[src/rtl/bsir_pkg.sv]
`default_nettype none
package bsir_pkg;

  localparam int unsigned CAPACITY_DEF      = 32;
  localparam int unsigned ELEMENT_WIDTH_DEF = 32;
  localparam int unsigned PADDR_W           = 3;
  localparam int unsigned PDATA_W           = 32;

  // register index, taken from paddr[2]
  localparam logic REG_ALLOW_DUP = 1'b0;

  typedef enum logic [1:0] {
    OP_INSERT = 2'd0,
    OP_REMOVE = 2'd1,
    OP_RANGE  = 2'd2
  } opcode_e;

  typedef enum logic [2:0] {
    ST_OK        = 3'd0,
    ST_FULL      = 3'd1,
    ST_DUPLICATE = 3'd2,
    ST_NOT_FOUND = 3'd3,
    ST_EMPTY     = 3'd4
  } status_e;

  typedef enum logic [2:0] {
    S_IDLE,
    S_SCAN,
    S_SHIFT,
    S_RANGE,
    S_RESP
  } state_e;

  typedef struct packed {
    logic [1:0]         opcode;
    logic signed [31:0] value;
    logic [5:0]         range_first;
    logic [5:0]         range_end;
  } in_word_t;

  typedef struct packed {
    logic [2:0]         status;
    logic signed [31:0] element;
    logic               last;
    logic [5:0]         fill_count;
  } out_word_t;

endpackage
`default_nettype wire

[src/rtl/bounded_set_insert_remove_range_core.sv]
// insert with duplicates allowed, full table or empty range: straight to the response state
// search (remove, or insert with duplicates disallowed): a scan over the stored entries, plus
// compaction of the entries behind the removed entry; one read port sets the pace
// range read: first word read and registered, then one word per cycle while out_ready_i holds
// one item at a time, input reopens after the last word loads; an unused opcode is dropped
// reset: fill count clears and allow_duplicates sets to 1; table contents stay undefined
`default_nettype none
module bounded_set_insert_remove_range_core #(
  parameter int unsigned CAPACITY      = bsir_pkg::CAPACITY_DEF,
  parameter int unsigned ELEMENT_WIDTH = bsir_pkg::ELEMENT_WIDTH_DEF
) (
  input  wire                            clk_i,
  input  wire                            rst_ni,
  input  wire                            in_valid_i,
  output logic                           in_ready_o,
  input  bsir_pkg::in_word_t             in_data_i,
  output logic                           out_valid_o,
  input  wire                            out_ready_i,
  output bsir_pkg::out_word_t            out_data_o,
  input  wire                            psel,
  input  wire                            penable,
  input  wire                            pwrite,
  input  wire  [bsir_pkg::PADDR_W-1:0]   paddr,
  input  wire  [bsir_pkg::PDATA_W-1:0]   pwdata,
  output logic [bsir_pkg::PDATA_W-1:0]   prdata,
  output logic                           pready
);
  import bsir_pkg::*;

  localparam int unsigned AW = (CAPACITY > 1) ? $clog2(CAPACITY) : 1;
  localparam int unsigned CW = $clog2(CAPACITY + 1);
  localparam int unsigned MW = (CW > 6) ? CW : 6;
  localparam int unsigned EW = ELEMENT_WIDTH;

  // table memory
  logic [EW-1:0] mem [CAPACITY];
  logic          mem_we;
  logic [AW-1:0] mem_waddr;
  logic [AW-1:0] mem_raddr;
  logic [EW-1:0] mem_wdata;
  logic [EW-1:0] rd_data_q;

  state_e        state_q, state_d;
  logic [AW-1:0] ptr_q, ptr_d;
  logic [AW-1:0] loc_q, loc_d;
  logic          found_q, found_d;
  logic          is_remove_q, is_remove_d;
  logic [EW-1:0] val_q, val_d;
  logic [CW-1:0] stop_q, stop_d;
  status_e       res_q, res_d;
  logic [CW-1:0] count_q, count_d;
  logic          allow_dup_q;
  logic          out_valid_q;
  out_word_t     out_q, out_d;
  logic          out_load;

  logic          slot_free;
  logic          match;
  logic          scan_last;
  logic [AW-1:0] loc_fin;
  logic [EW-1:0] in_store;
  logic [EW+31:0] rd_ext;
  logic [63:0]   in_ext;
  logic [MW-1:0] stop_calc;
  logic          cfg_wr;

  assign in_ext    = {{32{in_data_i.value[31]}}, in_data_i.value};
  assign in_store  = in_ext[EW-1:0];
  assign rd_ext    = {{32{rd_data_q[EW-1]}}, rd_data_q};
  assign slot_free = !out_valid_q || out_ready_i;
  assign match     = (rd_data_q == val_q);
  assign scan_last = (CW'(ptr_q) == count_q - CW'(1));
  assign loc_fin   = match ? ptr_q : loc_q;
  assign stop_calc = (MW'(in_data_i.range_end) < MW'(count_q)) ?
                     MW'(in_data_i.range_end) : MW'(count_q);

  assign in_ready_o  = (state_q == S_IDLE);
  assign out_valid_o = out_valid_q;
  assign out_data_o  = out_q;

  // config port
  assign pready = 1'b1;
  assign cfg_wr = psel && penable && pwrite;
  always_comb begin
    prdata = '0;
    if (paddr[2] == REG_ALLOW_DUP) begin
      prdata[0] = allow_dup_q;
    end
  end

  always_ff @(posedge clk_i) begin
    if (mem_we) begin
      mem[mem_waddr] <= mem_wdata;
    end
    rd_data_q <= mem[mem_raddr];
  end

  always_comb begin
    state_d     = state_q;
    ptr_d       = ptr_q;
    loc_d       = loc_q;
    found_d     = found_q;
    is_remove_d = is_remove_q;
    val_d       = val_q;
    stop_d      = stop_q;
    res_d       = res_q;
    count_d     = count_q;
    mem_we      = 1'b0;
    mem_waddr   = AW'(count_q);
    mem_wdata   = val_q;
    mem_raddr   = ptr_q + AW'(1);
    out_load    = 1'b0;
    out_d       = out_q;

    unique case (state_q)
      S_IDLE: begin
        mem_raddr = '0;
        if (in_valid_i) begin
          val_d   = in_store;
          ptr_d   = '0;
          found_d = 1'b0;
          unique case (in_data_i.opcode)
            OP_INSERT: begin
              is_remove_d = 1'b0;
              if (count_q >= CW'(CAPACITY)) begin
                res_d   = ST_FULL;
                state_d = S_RESP;
              end else if (!allow_dup_q && count_q != '0) begin
                state_d = S_SCAN;
              end else begin
                mem_we    = 1'b1;
                mem_wdata = in_store;
                count_d   = count_q + CW'(1);
                res_d     = ST_OK;
                state_d   = S_RESP;
              end
            end
            OP_REMOVE: begin
              is_remove_d = 1'b1;
              if (count_q == '0) begin
                res_d   = ST_NOT_FOUND;
                state_d = S_RESP;
              end else begin
                state_d = S_SCAN;
              end
            end
            OP_RANGE: begin
              if (MW'(in_data_i.range_first) >= stop_calc) begin
                res_d   = ST_EMPTY;
                state_d = S_RESP;
              end else begin
                mem_raddr = AW'(in_data_i.range_first);
                ptr_d     = AW'(in_data_i.range_first);
                stop_d    = CW'(stop_calc);
                state_d   = S_RANGE;
              end
            end
            default: ;
          endcase
        end
      end

      S_SCAN: begin
        ptr_d = ptr_q + AW'(1);
        if (!is_remove_q) begin
          if (match) begin
            res_d   = ST_DUPLICATE;
            state_d = S_RESP;
          end else if (scan_last) begin
            mem_we  = 1'b1;
            count_d = count_q + CW'(1);
            res_d   = ST_OK;
            state_d = S_RESP;
          end
        end else begin
          if (match) begin
            loc_d   = ptr_q;
            found_d = 1'b1;
          end
          if (scan_last) begin
            if (!(found_q || match)) begin
              res_d   = ST_NOT_FOUND;
              state_d = S_RESP;
            end else if (CW'(loc_fin) == count_q - CW'(1)) begin
              count_d = count_q - CW'(1);
              res_d   = ST_OK;
              state_d = S_RESP;
            end else begin
              // walk the entries behind the hit down by one
              mem_raddr = loc_fin + AW'(1);
              ptr_d     = loc_fin + AW'(1);
              state_d   = S_SHIFT;
            end
          end
        end
      end

      S_SHIFT: begin
        mem_we    = 1'b1;
        mem_waddr = ptr_q - AW'(1);
        mem_wdata = rd_data_q;
        ptr_d     = ptr_q + AW'(1);
        if (scan_last) begin
          count_d = count_q - CW'(1);
          res_d   = ST_OK;
          state_d = S_RESP;
        end
      end

      S_RANGE: begin
        if (slot_free) begin
          out_load         = 1'b1;
          out_d.status     = ST_OK;
          out_d.element    = rd_ext[31:0];
          out_d.last       = (CW'(ptr_q) + CW'(1) == stop_q);
          out_d.fill_count = 6'(count_q);
          ptr_d            = ptr_q + AW'(1);
          if (out_d.last) begin
            state_d = S_IDLE;
          end
        end else begin
          // hold the address so the read data stays put
          mem_raddr = ptr_q;
        end
      end

      S_RESP: begin
        if (slot_free) begin
          out_load         = 1'b1;
          out_d.status     = res_q;
          out_d.element    = '0;
          out_d.last       = 1'b1;
          out_d.fill_count = 6'(count_q);
          state_d          = S_IDLE;
        end
      end

      default: state_d = S_IDLE;
    endcase
  end

  always_ff @(posedge clk_i or negedge rst_ni) begin
    if (!rst_ni) begin
      state_q     <= S_IDLE;
      count_q     <= '0;
      allow_dup_q <= 1'b1;
      out_valid_q <= 1'b0;
    end else begin
      state_q <= state_d;
      count_q <= count_d;
      if (cfg_wr && paddr[2] == REG_ALLOW_DUP) begin
        allow_dup_q <= pwdata[0];
      end
      if (out_load) begin
        out_valid_q <= 1'b1;
      end else if (out_ready_i) begin
        out_valid_q <= 1'b0;
      end
    end
  end

  always_ff @(posedge clk_i) begin
    ptr_q       <= ptr_d;
    loc_q       <= loc_d;
    found_q     <= found_d;
    is_remove_q <= is_remove_d;
    val_q       <= val_d;
    stop_q      <= stop_d;
    res_q       <= res_d;
    if (out_load) begin
      out_q <= out_d;
    end
  end

  a_count_bound: assert property (@(posedge clk_i) disable iff (!rst_ni)
    count_q <= CW'(CAPACITY))
    else $error("fill count above capacity");

  a_count_step: assert property (@(posedge clk_i) disable iff (!rst_ni)
    (count_q != $past(count_q)) |->
      (count_q == $past(count_q) + CW'(1) || count_q + CW'(1) == $past(count_q)))
    else $error("fill count moved by more than one");

  a_no_write_in_range: assert property (@(posedge clk_i) disable iff (!rst_ni)
    (state_q == S_RANGE || state_q == S_RESP) |-> !mem_we)
    else $error("table written during range read or response");

  a_no_overwrite: assert property (@(posedge clk_i) disable iff (!rst_ni)
    out_load |-> slot_free)
    else $error("output word overwritten before taken");

endmodule
`default_nettype wire
[config.mk]
export PLATFORM = sky130hd
export DESIGN_NAME = bounded_set_insert_remove_range_core
export DESIGN_NICKNAME = d
export VERILOG_FILES = /design/src/rtl/bsir_pkg.sv /design/src/rtl/bounded_set_insert_remove_range_core.sv
export SDC_FILE = /design/constraint.sdc
export NUM_CORES = 1
export LEC_CHECK = 0
export CELL_PAD_IN_SITES_DETAIL_PLACEMENT = 0
export CELL_PAD_IN_SITES_GLOBAL_PLACEMENT = 1
export CORE_MARGIN = 3
export CORE_UTILIZATION = 50
export CTS_CLUSTER_SIZE = 10
export DETAILED_ROUTE_END_ITERATION = 12
export DONT_BUFFER_PORTS = 1
export PLACE_DENSITY = 0.79
export SYNTH_ARGS = -nofsm -noshare
export SYNTH_HDL_FRONTEND = slang
export SYNTH_SLANG_ARGS = --single-unit
[constraint.sdc]
create_clock -name clk_i -period 15.8 [get_ports clk_i]
set_clock_uncertainty 0.15 [all_clocks]
set_input_delay 3.16 -clock clk_i [delete_from_list [all_inputs] [get_ports clk_i]]
set_output_delay 3.16 -clock clk_i [all_outputs]
set_load 0.01 [all_outputs]
==> metrics.sh <==
P_PER_AREA_nW_PER_UM2=213
GLOBALROUTEOVERFLOWTOTAL=0
CPMAXSTAGEDELAYCELL='a21oi_4'
ANT_NETS=0
SYNTH_TOP_CELL_BY_AREA='edfxtp_1'
POSTSYNTH.ASYNCRESETSHARE_PCT=0.947
POST_SYNTH_MAIN_AREA_CONTRIBUTORS='edfxtp_1 71%, nand2_1 5.0%, mux2i_1 3.3%'
PART_OF_THE_YOSYS_AREA_USED_FOR_SEQUENTIAL_ELEMENTS_PCT=73.0
CRIT_BUF_INV=2
FLOORPLAN.DIE.HEIGHT_UM=314
TIMING.FMAX_MHz=105
CORE_UM2=93600
POST_CTS_RESIZED=0
WIRE_LENGTH_OF_THE_FIRST_GLOBAL_ROUTING_PASS_UM=189000
NUMBER_OF_UNIQUE_STANDARD_CELL_TYPES_USED_BY_SYNTHESIS=77
CAPTURE_POINT_OF_THE_WORST_REG_TO_REG_PATH='rd_data_q[29]'
REG2REG_SLACK_NS=7.60
PLACEMENTROWS=112
CRITICAL_PATH_DATA_ARRIVAL_TIME_NS=9.99
AREA_GROWTH_PCT=11.9
HTREE_NUM_LEVELS=4
CTS_TREE='yes'
MAX_SLEW.WORST_PIN.SLEW_NS=1.30
SYN-MEAN-INSTANCE-AREA_UM2=14.6
SETUP.WORST_PATH.START_CLASS='primary input'
CLK_PIN_SLEW_NS=0.05
MIN_PATH_TYPE='reg2reg'
CTS.ROOT.BUFFER_CELL='clkbuf_16'
CTS-ROOT-TO-SINK-BUFFERS=3
SYNTH_SEQ_CELLS=1162
REG2REG_DEPTH=24
FINAL-HOLD-VIOLATION-COUNT=0
WORST_HOLD_STARTPOINT='rd_data_q[4]'
MAXCAPVIOLATIONS=0
PLACE_CONGESTION=0.837
TIMING.FINAL.CRIT_PERIOD_NS=9.54
TOP_LEVEL_PORTS=165
DETAILED_ROUTING_ITERATION_COUNT_FOR_THE_PRE_ANTENNA_REPAIR_PASS=6
STATUS='completed'
WORSTPATHREQUIRED_NS=16.24
CTS_MADE_BUFFERS=136
NUMBER_OF_GLOBAL_ROUTE_VIAS_BEFORE_REPAIR=28200
PORT-BUFFER-COUNT=0
P_LEAK_uW=0.0172
HOLD_PATH_DEPTH=1
CLOCK-SINKS=1162
SYN-INSTANCE-COUNT=3236
MAPPEDNETLISTAREA_UM2=47300
DRC_ERRORS=0
DESIGN.DIE.AREA_UM2=98300
ROUTEDWLPERCELL_UM=28.4
CRIT-REG2REG-LAUNCH='count_q[1]'
DIE_WIDTH_UM=314
YOSYS_WARNINGS=0
TOTAL_OF_ENDPOINTS_WITH_NEGATIVE_SETUP_SLACK_IN_THE_FINAL_REPORT=0
FRACTION_OF_LAYOUT_CELLS_WITH_A_SIZE_SUFFIX_ABOVE_1_PCT=11.4
SYNTH.TOP_CELL.AREA_SHARE_PCT=71.0
DRT-INITIAL-DRC-COUNT=3412
CLOCK_LATENCY_NS=0.74
POST_LAYOUT_NONFILLER_INSTANCES=4615
WORST_SETUP_PATH_END_KIND='register'
FLOORPLAN.INITIALDENSITY_PCT=50.5
WORST_HOLD_PATH.ENDPOINT='out_data_o[11]'
GRT_USAGE_PCT=26.4
VIAS_PER_CELL=6.25
CRIT_TOP_CELL='o21ai_0'
POSTROUTEWIRELENGTH_UM=131000
FINAL_MAX_SLEW_VIOL_COUNT=0
DPL.CELL_COUNT=4364
CP_CELL_SEQUENCE='ha_1, o21ai_0, nand2b_1, a21oi_1, nor2b_1, o21ai_0, nand2b_1, a21oi_1, o21ai_0, ha_1, nand2b_1, a21o_1, a21oi_1, o211ai_1, o21ai_0, o22ai_1, a211o_2, a21oi_4, buf_4, buf_4, a32oi_1, nand4_1, nand4_1'
CRITICAL_PATH.MAX_FANOUT=36
GRT_SETUP_UNREPAIRED='false'
VIAS=28900
ANTENNA_FOUND_INITIAL=13
SYNTH-EDFF-COUNT=1119
LAYOUT_WORST_PATH_CYCLE_SHARE_PCT=60.4
SLEW_HEADROOM_PCT=13.5
VDD_DROP_MAX_V=0.000358
DELAY_CONTRIBUTED_BY_THE_SLOWEST_STAGE_OF_THE_CRITICAL_PATH_NS=1.06
POSTCTSSETUPBUFFERS=0
POST_CTS_HOLD_BUFFER_COUNT=0
PATH_CLASS='in2reg'
FINISH.NET_COUNT=3358
CRITPATHTOPFAMILY='compound AO/OA/AOI/OAI gates'
DP_HPWL_UM=70800
FIN_TNS_SETUP_NS=0
LARGEST_NET_DEGREE_AT_THE_START_OF_GLOBAL_ROUTING=163
DOMINANTREGCELLSYNTH='edfxtp_1'
FINAL.FILL_COUNT=7180
worst max path at each step:
| stage | depth (start not counted) | from | slack [ns] | end |
|---|---|---|---|---|
| final | 23 | in_data_i[1] | 6.26 | rd_data_q[29] |
| after CTS | 23 | in_data_i[1] | 6.34 | rd_data_q[29] |
| after global routing | 23 | in_data_i[1] | 5.93 | rd_data_q[26] |
| after floorplan | 24 | in_data_i[1] | 8.15 | rd_data_q[0] |
| after global placement | 23 | in_data_i[1] | 5.65 | rd_data_q[18] |
| after detailed placement | 23 | in_data_i[1] | 5.61 | rd_data_q[26] |
cells in the final DEF, fill, tap and decap left out, types with 52 or more instances in the layout:
cell type     n
nor2_1       52
clkbuf_1     88
clkbuf_16   142
nand4_1      80
buf_4        67
edfxtp_1   1119
nand2_1     636
mux2i_1     154
a32oi_1     122
a21oi_1      82
nand3_1     133
synth_stat cells (22+ instances only):
cell and count:
edfxtp_1 1119, nand2_1 636, mux2i_1 154, nand3_1 133
a32oi_1 122, a21oi_1 84, nor2_1 84, buf_2 83
nand4_1 80, clkbuf_1 73, o21ai_0 62, buf_4 44
mux4_2 40, xor2_1 40, and2_1 36, dfxtp_1 32
nor3b_1 30, mux2_2 29, buf_1 24, inv_1 23
nor4_1 23, xnor2_1 23, a21o_1 22
state kept, by name (all words and copies together), names as in the netlist, 3 cells and up:
register and count:
loc_q 5, out_data_o 42, mem 1024, val_q 32, state_q 3, res_q 3
count_q 6, rd_data_q 32, stop_q 6, ptr_q 5
cell families after synthesis:
kind of cell / count (synthesis) / share of synthesized area (%)
other cells: 2 / 0.0159
buf+inv: 249 / 2.56
flops: 1162 / 73.0
mux: 224 / 5.88
compound gates: 427 / 6.42
xor+xnor: 63 / 1.17
simple gates: 1089 / 10.5
fa+ha+maj: 20 / 0.529
power by group:
group          internal (uW)  switching [uW]  total [uW]
Sequential              4000             230        4230
Clock                   1670            1170        2850
Combinational           1280            2930        4200
final cells by class:
type / instances / area (um^2) / share of cell area [%]
repair buffers: 71 / 586 / 1.11
well taps: 1254 / 1570 / 2.96
inverters: 24 / 90.1 / 0.170
diodes: 6 / 15.0 / 0.0284
multi-input cells: 1855 / 12100 / 22.9
clock inverters: 12 / 111 / 0.210
flip-flops and latches: 1162 / 34500 / 65.2
clock buffers: 231 / 3900 / 7.36
stage by stage:
| step | util, % | setup WS [ns] | hold WS [ns] | total power [uW] | area (um^2) |
|---|---|---|---|---|---|
| 5_1_grt | 56.5 | 5.93 | 0.456 | 11700 | 52900 |
| 2_1_floorplan | - | 8.15 | 0.270 | 7010 | 47400 |
| 4_1_cts | 56.5 | 6.34 | 0.434 | 11300 | 52900 |
| 3_3_place_gp | 52.2 | 5.65 | 0.411 | 8290 | 48900 |
| 3_5_place_dp | 52.2 | 5.61 | 0.421 | 8410 | 48900 |
| 6_report | 56.5 | 6.26 | 0.433 | 11300 | 52900 |
routing by layer:
metal  vias to the layer above  global-route usage, %  wire length (um)  share of wire, %
li1                      12300                      -                 -                 -
met1                     14600                   34.7             49300                38
met2                      1642                   42.9             63000                48
met3                       331                   5.54             13000               9.9
met4                         8                   11.3              5700               4.3
met5                         -                      0                55             0.042
(Power assumes the default switching activity.)
